### config.mk
export PLATFORM = sky130hd
export DESIGN_NAME = bresenham_line_walker_unit
export DESIGN_NICKNAME = d
export VERILOG_FILES = /design/src/rtl/blw_pkg.sv /design/src/rtl/bresenham_line_walker_unit.sv /design/src/rtl/blw_step.sv
export VERILOG_INCLUDE_DIRS = /design/src /design/src/rtl
export SDC_FILE = /design/constraint.sdc
export NUM_CORES = 1
export LEC_CHECK = 0
export BUFFER_PORTS_ARGS = -buffer_cell sky130_fd_sc_hd__buf_2
export CORE_MARGIN = 5
export CORE_UTILIZATION = 35
export DETAILED_ROUTE_END_ITERATION = 8
export PLACE_DENSITY = 0.51
export SKIP_CTS_REPAIR_TIMING = 1
export SKIP_LAST_GASP = 1
export SLEW_MARGIN = 30
export SYNTH_ARGS = -nofsm -noshare
export SYNTH_HDL_FRONTEND = slang
export SYNTH_HIERARCHICAL = 1
export SYNTH_SLANG_ARGS = --single-unit
### constraint.sdc
create_clock -name clk -period 15.3 [get_ports clk]
set_input_delay 2.295 -clock clk [delete_from_list [all_inputs] [get_ports clk]]
set_output_delay 2.295 -clock clk [all_outputs]
set_load 0.005 [all_outputs]
### src/rtl/assert_macros.svh
// Assertion macros shared by the line walker RTL.
// Needs signals named clk and rst in the scope of use.
`ifndef ASSERT_MACROS_SVH
`define ASSERT_MACROS_SVH

// ante implies cons in the same cycle
`define ASSERT_IMPL(lbl, ante, cons, msg) \
  lbl: assert property (@(posedge clk) disable iff (rst) (ante) |-> (cons)) \
    else $error(msg);

// ante implies cons in the next cycle
`define ASSERT_NEXT(lbl, ante, cons, msg) \
  lbl: assert property (@(posedge clk) disable iff (rst) (ante) |=> (cons)) \
    else $error(msg);

`endif

### src/rtl/blw_pkg.sv
// Package for the line walker: widths, sequencer states, step control struct.
// No dependencies.
package blw_pkg;

  localparam int CANVAS_SIZE_DEF = 64;
  localparam int COORD_W         = 6;
  localparam int COLOR_W         = 8;
  localparam int ERR_W           = 9;
  localparam int IN_W            = 48;
  localparam int OUT_W           = 40;

  typedef enum logic [1:0] {
    ST_IDLE,
    ST_SETUP,
    ST_WALK
  } state_t;

  typedef struct packed {
    logic [COORD_W-1:0] dx;
    logic [COORD_W:0]   derr;
    logic               up;
  } walk_ctl_t;

endpackage

### src/rtl/bresenham_line_walker_unit.sv
// Bresenham line walker: one segment in, one pixel word per cycle out unless the output stalls.
// On accept the segment is registered; ST_SETUP derives the walk, then ST_WALK registers each pixel.
// A segment of n pixels (1..64) holds the unit until its last pixel is loaded;
// the walk runs one pixel per cycle through the single error-step unit while m_tready allows.
// Reset (synchronous, rst high) clears the sequencer and output valid.
// Depends on blw_pkg, blw_step, assert_macros.svh.
`include "assert_macros.svh"

module bresenham_line_walker_unit #(
  parameter int CANVAS_SIZE = blw_pkg::CANVAS_SIZE_DEF
) (
  input  logic                       clk,
  input  logic                       rst,
  input  logic                       s_tvalid,
  output logic                       s_tready,
  // start_x[5:0] start_y[11:6] end_x[17:12] end_y[23:18] red[31:24] green[39:32] blue[47:40]
  input  logic [blw_pkg::IN_W-1:0]   s_tdata,
  output logic                       m_tvalid,
  input  logic                       m_tready,
  // pixel_x[5:0] pixel_y[11:6] out_red[19:12] out_green[27:20] out_blue[35:28] zero[39:36]
  output logic [blw_pkg::OUT_W-1:0]  m_tdata,
  // last_pixel
  output logic                       m_tlast
);
  import blw_pkg::*;

  localparam logic [COORD_W-1:0] COORD_MAX = COORD_W'(CANVAS_SIZE - 1);

  state_t state, state_next;

  logic [COORD_W-1:0] ax, ay, bx, by;
  logic [COLOR_W-1:0] red, green, blue;
  logic [COORD_W-1:0] maj, mnr, end_maj;
  logic               steep;
  logic signed [ERR_W-1:0] err;
  walk_ctl_t          ctl;

  logic signed [ERR_W-1:0] err_next;
  logic [COORD_W-1:0] mnr_next;

  logic [COORD_W-1:0] adx, ady;
  logic               steep_w;
  logic [COORD_W-1:0] p0maj, p0mnr, p1maj, p1mnr;
  logic [COORD_W-1:0] smaj, smnr, emaj, emnr;

  logic accept, load_px, last_px;
  logic [OUT_W-1:0] odata;
  logic             olast, ovalid;

  function automatic logic [COORD_W-1:0] clamp(input logic [COORD_W-1:0] v);
    clamp = (v > COORD_MAX) ? COORD_MAX : v;
  endfunction

  // setup geometry
  always_comb begin
    adx     = (ax > bx) ? ax - bx : bx - ax;
    ady     = (ay > by) ? ay - by : by - ay;
    steep_w = adx < ady;
    p0maj   = steep_w ? ay : ax;
    p0mnr   = steep_w ? ax : ay;
    p1maj   = steep_w ? by : bx;
    p1mnr   = steep_w ? bx : by;
    if (p0maj > p1maj) begin
      smaj = p1maj; smnr = p1mnr; emaj = p0maj; emnr = p0mnr;
    end else begin
      smaj = p0maj; smnr = p0mnr; emaj = p1maj; emnr = p1mnr;
    end
  end

  blw_step u_step (
    .ctl      (ctl),
    .err      (err),
    .mnr      (mnr),
    .err_next (err_next),
    .mnr_next (mnr_next)
  );

  always_comb begin
    state_next = state;
    unique case (state)
      ST_IDLE:  if (s_tvalid) state_next = ST_SETUP;
      ST_SETUP: state_next = ST_WALK;
      ST_WALK:  if (load_px && last_px) state_next = ST_IDLE;
      default:  state_next = ST_IDLE;
    endcase
  end

  always_comb begin
    s_tready = (state == ST_IDLE);
    load_px  = (state == ST_WALK) && (!ovalid || m_tready);
  end

  assign accept  = s_tvalid && s_tready;
  assign last_px = (maj == end_maj);

  always_ff @(posedge clk) begin
    if (rst) begin
      state <= ST_IDLE;
    end else begin
      state <= state_next;
    end
  end

  always_ff @(posedge clk) begin
    if (accept) begin
      ax    <= clamp(s_tdata[5:0]);
      ay    <= clamp(s_tdata[11:6]);
      bx    <= clamp(s_tdata[17:12]);
      by    <= clamp(s_tdata[23:18]);
      red   <= s_tdata[31:24];
      green <= s_tdata[39:32];
      blue  <= s_tdata[47:40];
    end
    if (state == ST_SETUP) begin
      steep    <= steep_w;
      maj      <= smaj;
      mnr      <= smnr;
      end_maj  <= emaj;
      err      <= '0;
      ctl.dx   <= emaj - smaj;
      ctl.derr <= {((emnr > smnr) ? emnr - smnr : smnr - emnr), 1'b0};
      ctl.up   <= emnr > smnr;
    end else if (load_px) begin
      maj <= maj + COORD_W'(1);
      mnr <= mnr_next;
      err <= err_next;
    end
  end

  always_ff @(posedge clk) begin
    if (load_px) begin
      odata <= {4'b0000, blue, green, red,
                steep ? maj : mnr,
                steep ? mnr : maj};
      olast <= last_px;
    end
  end

  always_ff @(posedge clk) begin
    if (rst) begin
      ovalid <= 1'b0;
    end else if (load_px) begin
      ovalid <= 1'b1;
    end else if (m_tready) begin
      ovalid <= 1'b0;
    end
  end

  assign m_tvalid = ovalid;
  assign m_tdata  = odata;
  assign m_tlast  = olast;

  `ASSERT_NEXT(a_accept_setup, accept, state == ST_SETUP, "setup did not follow accept")
  `ASSERT_IMPL(a_err_bound, state == ST_WALK, err <= $signed({3'b000, ctl.dx}), "err above dx")
  `ASSERT_IMPL(a_maj_bound, state == ST_WALK, maj <= end_maj, "walk passed end point")

endmodule

### src/rtl/blw_step.sv
// Error-term step unit: one add, compare and subtract per pixel, and the minor coordinate step.
// Depends on blw_pkg.
module blw_step (
  input  blw_pkg::walk_ctl_t                  ctl,
  input  logic signed [blw_pkg::ERR_W-1:0]    err,
  input  logic        [blw_pkg::COORD_W-1:0]  mnr,
  output logic signed [blw_pkg::ERR_W-1:0]    err_next,
  output logic        [blw_pkg::COORD_W-1:0]  mnr_next
);
  import blw_pkg::*;

  logic signed [ERR_W-1:0] sum;
  logic signed [ERR_W-1:0] dx_s;
  logic signed [ERR_W-1:0] dx2_s;

  assign dx_s  = $signed({{(ERR_W-COORD_W){1'b0}}, ctl.dx});
  assign dx2_s = $signed({{(ERR_W-COORD_W-1){1'b0}}, ctl.dx, 1'b0});
  assign sum   = err + $signed({{(ERR_W-COORD_W-1){1'b0}}, ctl.derr});

  always_comb begin
    if (sum > dx_s) begin
      err_next = sum - dx2_s;
      mnr_next = ctl.up ? mnr + COORD_W'(1) : mnr - COORD_W'(1);
    end else begin
      err_next = sum;
      mnr_next = mnr;
    end
  end

endmodule
==> run metrics <==
vias per cell=5.00; crit path DAT=9.83 ns; Yosys reg bits=129; cell mode on critical path=a21o_1; Synth Flop Type=edfxtp_1; Initial Utilization=35.8%; layout net count=935; GRT Resource Usage Total=15.2%; Hold Crit Class=reg2reg; grt ovf=0; port buffer count=90; Slowest cell on crit path=a31oi_1; max cap viols=0; Clock Latency Late Sink=0.42 ns; Mapped Cells=735; Die Area=26500 um2; startpoint type of the worst setup path=flop; Area growth, synth to finish=16.1%; Final Hold Viols=0; row count=55; final setup fails=0; number of global-route vias before repair=5784; H-tree Lvls=4; fin crit share=63.2%; Max Fclk=0.103 GHz; Crit Path Class=reg2reg; status=finished clean; initial DRC count=382; IO Count=95; initial antenna violation count=0; chip height=163 um; sink of the worst hold path=m_tdata[28]; drt total wl=19.7 mm; worst slew pin tran=0.718 ns; CTS tree=built; Post-synth EDFFs=117; Fin Setup TNS=0 ns; worst r2r dst=ctl[7]; Slew Viols, Final=0; antenna-violating nets left=0; Worst Hold Depth=0; skew final=0.0108 ns; clk root buf=clkbuf_16; reg2reg path depth=39; asr flop ratio synth=0%; Filler cells=2169; routability cong.=0.942; Multi-input gate area=4010 um2; WL/cell=17.4 um; max incr delay on CP=0.52 ns; ANT cells=0; total CTS buffers=17; CP max FO=64; layout cell share with drive strength beyond 1=20.7%; Tmin final=9.68 ns; endpoint class of the critical path=flop; CP top delay family=compound AO/OA/AOI/OAI gates; FF+latch area=3750 um2; Num Clock Sinks=129; final core occ=41.6%; syn avg cell area=11.1 um2; mapped cell area=8160 um2; Ys Warns=6; first-pass GRT wire length=31.6 mm; core area=22800 um2; DRC Markers=0; die width=163 um; vias post-DR=5667; largest net degree at the start of global routing=65; Yosys cell types=66; min-delay src=blue[0]; RSZ-0062 raised after global routing=no; Worst EP required=15.46 ns; dpl hpwl=15.3 mm; worst reg2reg startpoint=ax[3]; r2r setup slk=5.62 ns; CP Buf/Inv Count=7; Seq/Total Area, Yosys=46.0%; Worst slew margin=51.9%; detailed-router iteration count before antenna repair=5; clock slew at reported path FFs=0.06 ns; Max Root-Sink Buffers=2
==> through the flow <==
step | hold slack (ns) | area [um2] | cells | worst slack (ns)
finish | 0.417 | 9470 | 1133 | 5.62
global route | 0.418 | 9470 | 1133 | 4.99
CTS | 0.413 | 9470 | 1133 | 5.78
detailed placement | 0.405 | 8860 | 1101 | 5.81
global placement | 0.401 | 8860 | 1101 | 6.16
floorplan | 0.400 | 8170 | 739 | 7.26
==> cells in the final DEF, fill, tap and decap left out, types with 4 or more instances in the layout <==
cell type  count
xnor2_1       24
buf_2         90
nand2b_1       7
o21a_1         4
edfxtp_1     117
clkinv_4       4
xor2_1        17
a21oi_1       50
dfxtp_1       12
mux2_2        18
a21o_1        27
a31oi_1        4
nand2_1       46
mux2_4         8
o211ai_1      17
ha_1          67
a211oi_1      11
inv_1         56
o21ai_1        5
clkbuf_16     17
o21ai_0       23
nor2b_1        9
mux2i_1       38
conb_1         5
and2_1         4
nor3_1         6
fa_1           9
nor2_1        45
nand3_1        8
o21bai_1       5
buf_4          6
==> logic make-up (layout without fill, tap and decap cells) <==
logic type	Yosys count	count (layout)	synth area share, %
adders and majority gates	77	77	12.6
other	1	5	0.0460
xor gates and xnor gates	41	41	4.40
muxes	65	65	8.79
buffers and inverters	104	185	5.22
DFF	129	129	46.0
and+or+nand+nor	144	144	8.36
AOI/OAI and AO/OA	174	174	14.5
==> per-layer routing <==
metal	share of wire (%)	GRT usage [%]	wire length, um
met1	45	19.9	8970
met2	50	25.8	9870
met3	3.0	2.61	598
met4	1.5	4.50	304
met5	0	0	0
==> cell usage after synthesis (18+ instances only) <==
master | instances | area share, %
mux2_2 | 18 | 2.5
xnor2_1 | 24 | 2.6
clkbuf_1 | 32 | 1.5
inv_1 | 56 | 2.6
mux2i_1 | 38 | 4.7
a21oi_1 | 50 | 3.1
a21o_1 | 27 | 2.5
nand2_1 | 46 | 2.1
nor2_1 | 45 | 2.1
ha_1 | 67 | 10
edfxtp_1 | 117 | 43
o21ai_0 | 23 | 1.4
==> worst reg2reg max path, delay by kind of cell (launching register included) <==
kind                     cells  cell delay (ns)
AO/OA/AOI/OAI               17             3.70
buffers and inverters        7             1.61
AND/OR/NAND/NOR              5             0.72
multiplexers                 3             0.96
flip-flops                   1             0.49
adder cells (fa/ha/maj)      5             1.63
XOR/XNOR                     2             0.28
==> worst max path at each step <==
stage                from      to  depth (start not counted)
global placement    ax[0]  ctl[7]                         42
finish              ax[3]  ctl[7]                         39
global route        ay[0]  ctl[7]                         42
detailed placement  ax[0]  ctl[7]                         42
floorplan           ax[0]  ctl[7]                         39
CTS                 ax[0]  ctl[7]                         42
==> sequential cells by signal, summed over array words and instances, names as in the netlist <==
| signal | cells |
|---|---|
| err | 9 |
| ax | 6 |
| m_tdata | 36 |
| ay | 6 |
| maj | 6 |
| state | 2 |
| blue | 8 |
| end_maj | 6 |
| green | 8 |
| steep | 1 |
| m_tvalid | 1 |
| red | 8 |
| bx | 6 |
| ctl | 13 |
| m_tlast | 1 |
| mnr | 6 |
| by | 6 |
==> final cells by class <==
cell class	instances	share of cell area [%]
clock inverters	14	1.89
flip-flops and latches	129	39.6
clock buffers	18	4.53
inverters	57	2.26
well taps	313	4.13
repair buffers	96	5.23
multi-input cells	506	42.3
Power is not shown: default switching activity piles up to over one toggle a cycle in this logic, so the estimate is an artifact.
